===== config.mk =====
export PLATFORM = sky130hd
export DESIGN_NAME = csw_rle_pulse_decoder_unit
export DESIGN_NICKNAME = d
export VERILOG_FILES = /design/src/rtl/core/csw_rle_pkg.sv /design/src/rtl/core/csw_rle_divider.sv /design/src/rtl/core/csw_rle_pulse_decoder_unit.sv
export SDC_FILE = /design/constraint.sdc
export NUM_CORES = 2
export LEC_CHECK = 0
export ABC_AREA = 1
export BUFFER_PORTS_ARGS = -buffer_cell sky130_fd_sc_hd__buf_2
export CORE_MARGIN = 3
export CORE_UTILIZATION = 50
export DETAILED_ROUTE_END_ITERATION = 16
export HOLD_SLACK_MARGIN = 0.15
export PLACE_DENSITY = 0.74
export SYNTH_ARGS = -nofsm -noshare
export SYNTH_HDL_FRONTEND = slang
export SYNTH_HIERARCHICAL = 1
export SYNTH_SLANG_ARGS = --single-unit

===== constraint.sdc =====
create_clock -name clock -period 19.54 [get_ports clock]
set_input_delay 2.931 -clock clock [delete_from_list [all_inputs] [get_ports clock]]
set_output_delay 2.931 -clock clock [all_outputs]
set_load 0.02 [all_outputs]

===== src/rtl/core/csw_rle_pkg.sv =====
`timescale 1ns / 1ps

package csw_rle_pkg;

   // field widths
   localparam int BYTE_W      = 8;
   localparam int RATE_W      = 24;
   localparam int TICK_NS_W   = 16;
   localparam int PULSE_W     = 31;
   localparam int LONG_W      = 32;
   localparam int TOTAL_W     = 64;
   localparam int HALF_W      = TOTAL_W / 2;
   localparam int ESC_W       = 3;

   // configuration port
   localparam int CSR_INDEX_W = 2;
   localparam int CSR_DATA_W  = RATE_W;
   localparam logic [CSR_INDEX_W-1:0] REG_SAMPLE_RATE = 2'd0;
   localparam logic [CSR_INDEX_W-1:0] REG_TICK_NS     = 2'd1;

   localparam logic [RATE_W-1:0]    RATE_RESET    = 24'd44100;
   localparam logic [TICK_NS_W-1:0] TICK_NS_RESET = 16'd1000;

   // conversion arithmetic
   localparam int NS_W       = 30;
   localparam logic [NS_W-1:0] NS_PER_SECOND = 30'd1000000000;
   localparam int PART_W     = HALF_W + NS_W;
   localparam int PROD_W     = TOTAL_W + NS_W;
   localparam int DIVISOR_W  = RATE_W + TICK_NS_W;
   localparam int DIV_STEPS  = PROD_W / 2;
   localparam int DIV_CNT_W  = $clog2(DIV_STEPS);

   localparam logic [TOTAL_W-1:0] PULSE_MAX = {{(TOTAL_W-PULSE_W){1'b0}}, {PULSE_W{1'b1}}};

   // escape sequence positions
   localparam logic [ESC_W-1:0] ESC_IDLE  = 3'd0;
   localparam logic [ESC_W-1:0] ESC_BYTE0 = 3'd1;
   localparam logic [ESC_W-1:0] ESC_BYTE1 = 3'd2;
   localparam logic [ESC_W-1:0] ESC_BYTE2 = 3'd3;
   localparam logic [ESC_W-1:0] ESC_BYTE3 = 3'd4;

endpackage


===== src/rtl/core/csw_rle_divider.sv =====
`timescale 1ns / 1ps

module csw_rle_divider (
   input  logic                                   clock,
   input  logic                                   reset,
   input  logic                                   start,
   input  logic [csw_rle_pkg::PROD_W-1:0]         dividend,
   input  logic [csw_rle_pkg::DIVISOR_W-1:0]      divisor,
   output logic                                   done,
   output logic [csw_rle_pkg::TOTAL_W-1:0]        quotient
);
   import csw_rle_pkg::*;

   logic                  busy_ff, busy_in;
   logic                  done_ff, done_in;
   logic [DIV_CNT_W-1:0]  cnt_ff, cnt_in;
   logic [DIVISOR_W-1:0]  rem_ff, rem_in;
   logic [PROD_W-1:0]     work_ff, work_in;

   logic [DIVISOR_W:0]    r1, r1s, r2, r2s, dwide;
   logic                  ge1, ge2;

   // two restoring steps per cycle
   always_comb begin
      dwide = {1'b0, divisor};
      r1    = {rem_ff, work_ff[PROD_W-1]};
      ge1   = (r1 >= dwide);
      r1s   = ge1 ? (r1 - dwide) : r1;
      r2    = {r1s[DIVISOR_W-1:0], work_ff[PROD_W-2]};
      ge2   = (r2 >= dwide);
      r2s   = ge2 ? (r2 - dwide) : r2;
   end

   always_comb begin
      busy_in = busy_ff;
      done_in = 1'b0;
      cnt_in  = cnt_ff;
      rem_in  = rem_ff;
      work_in = work_ff;
      if (busy_ff) begin
         rem_in  = r2s[DIVISOR_W-1:0];
         work_in = {work_ff[PROD_W-3:0], ge1, ge2};
         cnt_in  = cnt_ff - 1'b1;
         if (cnt_ff == '0) begin
            busy_in = 1'b0;
            done_in = 1'b1;
         end
      end else if (start) begin
         busy_in = 1'b1;
         cnt_in  = DIV_CNT_W'(DIV_STEPS - 1);
         rem_in  = '0;
         work_in = dividend;
      end
   end

   always_ff @(posedge clock) begin
      if (reset) begin
         busy_ff <= 1'b0;
         done_ff <= 1'b0;
      end else begin
         busy_ff <= busy_in;
         done_ff <= done_in;
      end
      cnt_ff  <= cnt_in;
      rem_ff  <= rem_in;
      work_ff <= work_in;
   end

   // quotient above 64 bits saturates
   assign done     = done_ff;
   assign quotient = (|work_ff[PROD_W-1:TOTAL_W]) ? {TOTAL_W{1'b1}} : work_ff[TOTAL_W-1:0];

endmodule


===== src/rtl/core/csw_rle_pulse_decoder_unit.sv =====
`timescale 1ns / 1ps
// path: a pulse byte's item reaches rsp through states ADD, MUL_LO, MUL_HI, SUM, LOAD,
//    DIV and DIFF; DIV is the 2-bit-per-cycle restoring divider (47 steps, 94-bit product)
// flow: escape bytes and the first three length bytes leave req_tready high; a pulse
//    byte or last length byte drops it until its item loads, after any previous item leaves rsp
// reset: synchronous active high; totals and escape state cleared, sample_rate 44100,
//    tick_ns 1000, no item pending on rsp

module csw_rle_pulse_decoder_unit (
   input  logic                                  clock,
   input  logic                                  reset,
   // input stream
   input  logic                                  req_tvalid,
   output logic                                  req_tready,
   input  logic [7:0]                            req_tdata,  // [7:0] data_byte
   input  logic                                  req_tuser,  // [0] block_start
   // result stream
   output logic                                  rsp_tvalid,
   input  logic                                  rsp_tready,
   output logic [31:0]                           rsp_tdata,  // [30:0] pulse_ticks
   // register writes
   input  logic                                  csr_valid,
   output logic                                  csr_ready,
   input  logic [csw_rle_pkg::CSR_INDEX_W-1:0]   csr_index,
   input  logic [csw_rle_pkg::CSR_DATA_W-1:0]    csr_data
);
   import csw_rle_pkg::*;

   // sequencer states
   localparam logic [2:0] ST_IDLE   = 3'd0;
   localparam logic [2:0] ST_ADD    = 3'd1;
   localparam logic [2:0] ST_MUL_LO = 3'd2;
   localparam logic [2:0] ST_MUL_HI = 3'd3;
   localparam logic [2:0] ST_SUM    = 3'd4;
   localparam logic [2:0] ST_DIV    = 3'd5;
   localparam logic [2:0] ST_DIFF   = 3'd6;
   localparam logic [2:0] ST_LOAD   = 3'd7;

   logic [2:0]            state_ff, state_in;
   logic [RATE_W-1:0]     rate_ff, rate_in;
   logic [TICK_NS_W-1:0]  tick_ns_ff, tick_ns_in;
   logic [ESC_W-1:0]      esc_ff, esc_in;
   logic [LONG_W-1:0]     long_ff, long_in;
   logic [TOTAL_W-1:0]    sample_total_ff, sample_total_in;
   logic [TOTAL_W-1:0]    tick_total_ff, tick_total_in;
   logic [LONG_W-1:0]     length_ff, length_in;      // pulse length in samples
   logic [DIVISOR_W-1:0]  divisor_ff, divisor_in;
   logic [PART_W-1:0]     lo_prod_ff, lo_prod_in;
   logic [PART_W-1:0]     hi_prod_ff, hi_prod_in;
   logic [PROD_W-1:0]     dividend_ff, dividend_in;
   logic                  rsp_valid_ff, rsp_valid_in;
   logic [PULSE_W-1:0]    rsp_data_ff, rsp_data_in;

   logic                  div_start;
   logic                  div_done;
   logic [TOTAL_W-1:0]    div_quotient;

   logic                  accept;
   logic [TOTAL_W:0]      sum_wide;
   logic [TOTAL_W-1:0]    tick_diff;

   csw_rle_divider u_divider (
      .clock    (clock),
      .reset    (reset),
      .start    (div_start),
      .dividend (dividend_ff),
      .divisor  (divisor_ff),
      .done     (div_done),
      .quotient (div_quotient)
   );

   assign req_tready = (state_ff == ST_IDLE);
   assign accept     = req_tvalid && req_tready;
   assign csr_ready  = (state_ff == ST_IDLE);
   assign div_start  = (state_ff == ST_LOAD);

   // saturating sample accumulation
   assign sum_wide  = {1'b0, sample_total_ff} + {{(TOTAL_W+1-LONG_W){1'b0}}, length_ff};
   assign tick_diff = div_quotient - tick_total_ff;

   // register writes, only while idle
   always_comb begin
      rate_in    = rate_ff;
      tick_ns_in = tick_ns_ff;
      if (csr_valid && csr_ready) begin
         unique case (csr_index)
            REG_SAMPLE_RATE: rate_in    = csr_data;
            REG_TICK_NS:     tick_ns_in = csr_data[TICK_NS_W-1:0];
            default: ;
         endcase
      end
   end

   always_comb begin
      logic [ESC_W-1:0]   esc;
      logic [LONG_W-1:0]  long_len;
      esc             = esc_ff;
      long_len        = long_ff;
      state_in        = state_ff;
      esc_in          = esc_ff;
      long_in         = long_ff;
      sample_total_in = sample_total_ff;
      tick_total_in   = tick_total_ff;
      length_in       = length_ff;
      divisor_in      = divisor_ff;
      lo_prod_in      = lo_prod_ff;
      hi_prod_in      = hi_prod_ff;
      dividend_in     = dividend_ff;
      rsp_valid_in    = rsp_valid_ff && !rsp_tready;
      rsp_data_in     = rsp_data_ff;

      unique case (state_ff)
         ST_IDLE: begin
            if (accept) begin
               // block start drops any escape and both totals first
               if (req_tuser) begin
                  esc             = ESC_IDLE;
                  long_len        = '0;
                  sample_total_in = '0;
                  tick_total_in   = '0;
               end
               esc_in  = esc;
               long_in = long_len;
               case (esc)
                  ESC_IDLE: begin
                     if (req_tdata == '0) begin
                        esc_in  = ESC_BYTE0;
                        long_in = '0;
                     end else begin
                        length_in = {{(LONG_W-BYTE_W){1'b0}}, req_tdata};
                        state_in  = ST_ADD;
                     end
                  end
                  ESC_BYTE0: begin
                     long_in = long_len | {24'd0, req_tdata};
                     esc_in  = ESC_BYTE1;
                  end
                  ESC_BYTE1: begin
                     long_in = long_len | {16'd0, req_tdata, 8'd0};
                     esc_in  = ESC_BYTE2;
                  end
                  ESC_BYTE2: begin
                     long_in = long_len | {8'd0, req_tdata, 16'd0};
                     esc_in  = ESC_BYTE3;
                  end
                  ESC_BYTE3: begin
                     // last length byte completes the escaped pulse
                     long_in   = long_len | {req_tdata, 24'd0};
                     length_in = long_len | {req_tdata, 24'd0};
                     esc_in    = ESC_IDLE;
                     state_in  = ST_ADD;
                  end
                  default: begin
                     esc_in = ESC_IDLE;
                  end
               endcase
            end
         end
         ST_ADD: begin
            sample_total_in = sum_wide[TOTAL_W] ? {TOTAL_W{1'b1}} : sum_wide[TOTAL_W-1:0];
            divisor_in      = rate_ff * tick_ns_ff;
            state_in        = ST_MUL_LO;
         end
         ST_MUL_LO: begin
            lo_prod_in = sample_total_ff[HALF_W-1:0] * NS_PER_SECOND;
            state_in   = ST_MUL_HI;
         end
         ST_MUL_HI: begin
            hi_prod_in = sample_total_ff[TOTAL_W-1:HALF_W] * NS_PER_SECOND;
            state_in   = ST_SUM;
         end
         ST_SUM: begin
            // dividend is loaded into the divider the next cycle
            dividend_in = {{(PROD_W-PART_W){1'b0}}, lo_prod_ff}
                        + {hi_prod_ff, {HALF_W{1'b0}}};
            state_in    = ST_LOAD;
         end
         ST_LOAD: begin
            state_in = ST_DIV;
         end
         ST_DIV: begin
            if (div_done) begin
               state_in = ST_DIFF;
            end
         end
         ST_DIFF: begin
            // wait for the previous item to leave the output register
            if (!rsp_valid_ff || rsp_tready) begin
               tick_total_in = div_quotient;
               rsp_valid_in  = 1'b1;
               if (div_quotient <= tick_total_ff) begin
                  rsp_data_in = '0;
               end else if (tick_diff > PULSE_MAX) begin
                  rsp_data_in = PULSE_MAX[PULSE_W-1:0];
               end else begin
                  rsp_data_in = tick_diff[PULSE_W-1:0];
               end
               state_in = ST_IDLE;
            end
         end
         default: begin
            state_in = ST_IDLE;
         end
      endcase
   end

   // dividend_ff feeds the divider in the cycle it starts
   always_ff @(posedge clock) begin
      if (reset) begin
         state_ff        <= ST_IDLE;
         rate_ff         <= RATE_RESET;
         tick_ns_ff      <= TICK_NS_RESET;
         esc_ff          <= ESC_IDLE;
         long_ff         <= '0;
         sample_total_ff <= '0;
         tick_total_ff   <= '0;
         rsp_valid_ff    <= 1'b0;
      end else begin
         state_ff        <= state_in;
         rate_ff         <= rate_in;
         tick_ns_ff      <= tick_ns_in;
         esc_ff          <= esc_in;
         long_ff         <= long_in;
         sample_total_ff <= sample_total_in;
         tick_total_ff   <= tick_total_in;
         rsp_valid_ff    <= rsp_valid_in;
      end
      length_ff   <= length_in;
      divisor_ff  <= divisor_in;
      lo_prod_ff  <= lo_prod_in;
      hi_prod_ff  <= hi_prod_in;
      dividend_ff <= dividend_in;
      rsp_data_ff <= rsp_data_in;
   end

   assign rsp_tvalid = rsp_valid_ff;
   assign rsp_tdata  = {1'b0, rsp_data_ff};

endmodule

## Word level (Yosys, flattened, before mapping)

Cells that the tools add are included.

- Bits of input ports: 40
- Register bits: 652
- Word-level logic and storage cells: 121
- Output and inout bits: 35

- Muxes and demuxes: 40
- Order comparisons: 4
- Add/subtract/negate cells: 6
- Bitwise operators: 5
- Equal/unequal tests: 19
- $mul: 3
- Reduce and logical (&&, ||, !) cells: 25

Operator list:

| cell | number |
|---|---|
| 64-bit 2-to-1 mux | 5 |
| 64-bit one-hot mux with 2 select lines | 2 |
| 94-bit 2-to-1 mux | 2 |
| 32-bit 2-to-1 mux | 5 |
| 40-bit 2-to-1 mux | 4 |
| 32-bit one-hot mux with 5 select lines | 1 |
| 32-bit by 21-bit multiplier with 53-bit output, second input constant | 2 |
| 62-bit by 94-bit adder with 94-bit output | 1 |
| 41-bit by 40-bit >= comparator with 1-bit output | 2 |
| 40-bit subtractor | 2 |
| 64-bit by 32-bit adder with 65-bit output | 1 |
| 64-bit by 31-bit greater-than comparator with 1-bit output, second input constant | 1 |
| 64-bit <= comparator | 1 |
| 32-bit one-hot mux with 2 select lines | 1 |
| 64-bit subtractor | 1 |
| 24-bit by 16-bit multiplier with 40-bit output | 1 |
| 32-bit by 16-bit bitwise OR with 32-bit output | 1 |
| 32-bit by 24-bit bitwise OR with 32-bit output | 1 |
| 32-bit bitwise OR | 1 |
| 32-bit by 8-bit bitwise OR with 32-bit output | 1 |
| 31-bit 2-to-1 mux | 1 |
| 30-bit OR reduction | 1 |
| 3-bit 2-to-1 mux | 8 |
| 3-bit one-hot mux with 8 select lines | 1 |
| other kinds (27) | 55 |

## Longest topological paths before layout

- Depth in word-level cells: 8
- Depth in mapped cells: 32
- Depth with buffers taken out: 30

## Cells and area by module

The synthesis kept the hierarchy.

Modules (own cells, without submodules):

| module | cells each | area each (µm²) | seq. area each (µm²) | instances |
|---|---|---|---|---|
| csw_rle_pulse_decoder_unit | 8502 | 68505.7 | 12972.4 | 1 |
| csw_rle_divider | 1988 | 13242.7 | 4244.1 | 1 |

## Least setup slack after synthesis

OpenSTA, ideal clock, no wires.

- Path kind: register to register
- Start point: register state_ff[1]
- End point: register dividend_ff[10] (enable)
- Data required time: 18.907 ns
- Setup slack: 12.603 ns
- Period minus slack after synthesis: 6.937 ns
- Cell stages (with the launch flop): 3
- Path buffers: 1
- Data arrival time: 6.304 ns
- Library setup time: 0.633 ns
- Cells stage by stage: dfxtp_1 > clkbuf_1 > nor3_1

- Longest elaborated chain between the ends: 1

Ends and longest elaborated chain:

| item | line | source |
|---|---|---|
| from (decl) | csw_rle_pulse_decoder_unit.sv:39 | `logic [2:0] state_ff, state_in;` |
| from (signal assigned) | csw_rle_pulse_decoder_unit.sv:219 | `state_ff <= state_in;` |
| 3-bit equality test | csw_rle_pulse_decoder_unit.sv:112 | `unique case (state_ff)` |
| to (signal assigned) | csw_rle_pulse_decoder_unit.sv:232 | `dividend_ff <= dividend_in;` |
| to (decl) | csw_rle_pulse_decoder_unit.sv:50 | `logic [PROD_W-1:0] dividend_ff, dividend_in;` |

No other way between the ends.
A chain may end at the register's enable or synchronous reset.

## Worst setup path after layout

- Start point: register sample_total_ff[22]
- End point: register lo_prod_ff[54] (data pin)

- Longest elaborated chain between the ends: 1

Ends and longest elaborated chain:

| item | line | source |
|---|---|---|
| from (decl) | csw_rle_pulse_decoder_unit.sv:44 | `logic [TOTAL_W-1:0] sample_total_ff, sample_total_in;` |
| from (signal assigned) | csw_rle_pulse_decoder_unit.sv:224 | `sample_total_ff <= sample_total_in;` |
| 32-bit by 21-bit multiplier with 53-bit output | csw_rle_pulse_decoder_unit.sv:165 | `lo_prod_in = sample_total_ff[HALF_W-1:0] * NS_PER_SECOND;` |
| to (signal assigned) | csw_rle_pulse_decoder_unit.sv:230 | `lo_prod_ff <= lo_prod_in;` |
| to (decl) | csw_rle_pulse_decoder_unit.sv:48 | `logic [PART_W-1:0] lo_prod_ff, lo_prod_in;` |

No other way between the ends.

==> results_dict.tcl <==
set metrics [dict create \
    count_of_flip_flops_with_a_built_in_enable_after_synthesis 434 \
    area_growth_syn_to_layout_pct 6.294 \
    yosys_warnings 6 \
    synth_ff_type "edfxtp_1" \
    grt_use_total_pct 26.86 \
    antenna_violations_before_repair 0 \
    detailed_place_hpwl_mm 187.3 \
    slew_headroom_pct 10.05 \
    timing.critical_path.cells "ha_1 -> inv_1 -> fa_1 -> inv_1 -> fa_1 -> fa_1 -> inv_1 -> fa_1 -> inv_1 -> fa_1 -> inv_1 -> fa_1 -> inv_1 -> ha_1 -> nand2_1 -> nor2_1 -> inv_1 -> nor3_1 -> o21ai_0 -> nand3_1 -> a31oi_1 -> xnor2_1" \
    drt_first_pass_iters 8 \
    use_met3_pct 3.764 \
    cts-resized-gates 0 \
    routed_wire_length_per_instance_um 17.69 \
    tritoncts "yes" \
    worst_pin_slew_ns 1.347 \
    critPathSlowestCell "dfxtp_1" \
    met2_track_usage_gr_pct 43.51 \
    worst_r2r_path_depth 22 \
    post_synth_num_cell_types 61 \
    layout_commonest_cell "inv_1" \
    worstSetupStartpointType "flop" \
    synth_compound_area_share_pct 7.957 \
    grt_pass1_wl_mm 361.4 \
    critical_path.max_stage_delay_ns 0.82 \
    port_buffers 73 \
    total_of_fill_cells_in_the_finished_design 15300 \
    largest_net_degree_at_the_start_of_global_routing 106 \
    multi_input_comb_area_mm2 0.05397 \
    ys_async_sr_fraction_pct 0 \
    ctsHoldBuffers 0 \
    initialDrtViolationCount 5659 \
    synth_seq_area_share_pct 21.06 \
    worst_setup_hold_path_clk_slew_ns 0.07 \
    setup.worst_path.end_class "flop" \
    run_status "finished, final reports clean" \
    max-cap-violations 0 \
    required_time_at_the_endpoint_of_the_critical_path_ns 19.96 \
    critPathMaxFanout 11 \
    timing.hold.worst.class "flop to flop" \
    floorplan.core_area_mm2 0.1615 \
    worstHoldPathCells 0 \
    arrival_worst_endpoint_ns 7.14 \
    mappedNetlistArea_mm2 0.08175 \
    die-area_mm2 0.1684 \
    finalHoldViolCount 0 \
    min_delay_worst_endpoint "dividend_ff[24]$_DFFE_PP_" \
    layout.cells.most_common_list "inv_1 (2531), nand2_1 (2488), fa_1 (935), ha_1 (841), nor2_1 (692)" \
    rows 147 \
    gr-total-overflow 0 \
    layout-drive-gt1-share_pct 3.414 \
    post_cts_buffers 0 \
    ff_latch_area_mm2 0.01722 \
    antenna_cells 0 \
    vias 66890 \
    worst_clock_skew_ns 0.05444 \
    yosys.area_share.xor_xnor_pct 3.075 \
    ioPinCount 75 \
    numClockSinks 643 \
    synthAdderAreaFrac_pct 35.77 \
    finalWorstPathRequiredPeriod_ns 6.720 \
    detail_route.drc_violations 0 \
    timing.setup.critical_path_class "flop to flop" \
    min_period_over_period_pct 34.39 \
    timing.setup.tns_ns 0 \
    synth.area.mux_share_pct 0 \
    clock_insertion_delay_worst_skew_ns 0.71 \
    timing.rr.end "lo_prod_ff[54]$_DFFE_PP_" \
    clock_tree.root_cell "clkbuf_16" \
    rrSetupSlack_ns 12.82 \
    initial_utilization_pct 50.62 \
    cts_made_buffers 77 \
    vias_per_cell 5.277 \
    net_count_reported_at_finish 12270 \
    finalSetupViolCount 0 \
    netlist_instances 10490 \
    avgSynthCellArea_um2 7.793 \
    wl_mm 224.3 \
    worstHoldStart "lo_prod_ff[24]$_DFFE_PP_" \
    timing.critical_path.max_delay_family "adder cells" \
    routabilityCongestion 0.9712 \
    main_combinational_cell_family_by_area_after_synthesis "adder cells" \
    report.final.slew_viol_count 0 \
    worst-path-buf-inv 7 \
    route.antenna.remaining_nets 0 \
    top_usage_layer "met2" \
    grt_pass1_vias 67580 \
    die_h_um 410.3 \
    groute.layer.met1.usage_pct 37.23 \
    critical_path_depth 22 \
    rsz_0062_raised_after_global_routing "false" \
    worst_r2r_startpoint "sample_total_ff[22]$_SDFFE_PP0P_" \
    die_w_um 410.3 \
    maximum_buffer_depth_of_the_clock_tree 3 \
    critPathMostFrequentCell "inv_1" \
    fmax_mhz 148.8 \
    ys_seq_elements 643 \
    synthSimpleGateAreaFrac_pct 19.08 \
    ctsHtreeMaxLevel 3 \
]
[cells in the mapped netlist, types with 22 or more instances]
cell      number  area [um2]
edfxtp_1     434       13030
nand4_1       77       481.7
nand2_1     2488        9339
inv_1       2533        9508
nor4_1        31       193.9
ha_1         841       10520
a21oi_1      548        2743
nor3_1        73       365.4
o21ai_0      332        1662
clkbuf_1     176       660.6
o21bai_1      43       322.8
o21a_1        43       322.8
nor2_1       695        2609
dfxtp_1      209        4184
xnor2_1      142        1244
fa_1         935       18720
a31oi_1       47       294.0
xor2_1       145        1270
nand3_1      359        1797
a21o_1        23       172.7
buf_2         22       110.1
nand3b_1      25       187.7
[sequential cells by signal, summed over array words and instances, names as in the netlist, 6 cells and up, named ones only]
| name | flops |
|---|---|
| long_ff | 32 |
| hi_prod_ff | 53 |
| divisor_ff | 40 |
| rate_ff | 24 |
| u_divider/rem_ff | 40 |
| tick_total_ff | 64 |
| dividend_ff | 85 |
| rsp_data_ff | 31 |
| sample_total_ff | 64 |
| tick_ns_ff | 16 |
| length_ff | 32 |
| u_divider/work_ff | 94 |
| u_divider/cnt_ff | 6 |
| lo_prod_ff | 53 |
[metrics by stage]
stage	cells	utilization [%]	area, um2	setup slack [ns]	hold slack, ns
detailed placement	12530	52.09	84120	12.84	0.4045
CTS	12680	53.81	86890	12.85	0.3984
global placement	12530	52.09	84120	12.84	0.4006
floorplan	10500	-	81780	12.60	0.4003
global route	12680	53.81	86890	12.42	0.4158
finish	12680	53.81	86890	12.82	0.4070
[worst max path at each step]
stage	start	end	slack, ns
3_5_place_dp	tick_ns_ff[1]$_SDFFE_PP0P_	divisor_ff[39]$_DFFE_PP_	12.84
3_3_place_gp	tick_ns_ff[1]$_SDFFE_PP0P_	divisor_ff[39]$_DFFE_PP_	12.84
5_1_grt	divisor_ff[4]$_DFFE_PP_	u_divider/rem_ff[33]$_SDFFCE_PN0P_	12.42
6_report	sample_total_ff[22]$_SDFFE_PP0P_	lo_prod_ff[54]$_DFFE_PP_	12.82
2_1_floorplan	state_ff[1]$_SDFFE_PP0P_	dividend_ff[10]$_DFFE_PP_	12.60
4_1_cts	sample_total_ff[4]$_SDFFE_PP0P_	lo_prod_ff[54]$_DFFE_PP_	12.85
[kinds of logic (layout without fill, tap and decap cells)]
kind of cell,after synthesis,count (layout)
AO/OA/AOI/OAI,1164,1164
XOR/XNOR,287,287
adder cells (fa/ha/maj),1776,1776
buffers and inverters,2791,2807
flip-flops,643,643
other,1,10
AND/OR/NAND/NOR,3828,3828
[final cells by class]
| cell class | count | area share, % |
|---|---|---|
| Multi-Input combinational cell | 7065 | 62.11 |
| Sequential cell | 643 | 19.81 |
| Inverter | 2554 | 11.04 |
| Tap cell | 2160 | 3.110 |
| Clock buffer | 100 | 2.504 |
| Timing Repair Buffer | 110 | 0.7430 |
| Clock inverter | 43 | 0.6854 |
[per-layer routing]
metal | routed length [um] | vias to the layer above
met4 | 8035 | 0
met1 | 99280 | 31930
met5 | 0 | -
met2 | 101700 | 2290
met3 | 15260 | 449
li1 | - | 32220
[worst reg2reg max path: stages (launching register included)]
cell and delay (ns):
dfxtp_1 0.82, ha_1 0.26, inv_1 0.10, fa_1 0.55, inv_1 0.05, fa_1 0.45
fa_1 0.53, inv_1 0.07, fa_1 0.55, inv_1 0.06, fa_1 0.48, inv_1 0.06
fa_1 0.51, inv_1 0.05, ha_1 0.39, nand2_1 0.10, nor2_1 0.17, inv_1 0.09
nor3_1 0.43, o21ai_0 0.26, nand3_1 0.22, a31oi_1 0.12, xnor2_1 0.14
Power is left out: the tool's default activity adds up to more than one toggle a clock period on the data nets, which glitch-free logic cannot reach.
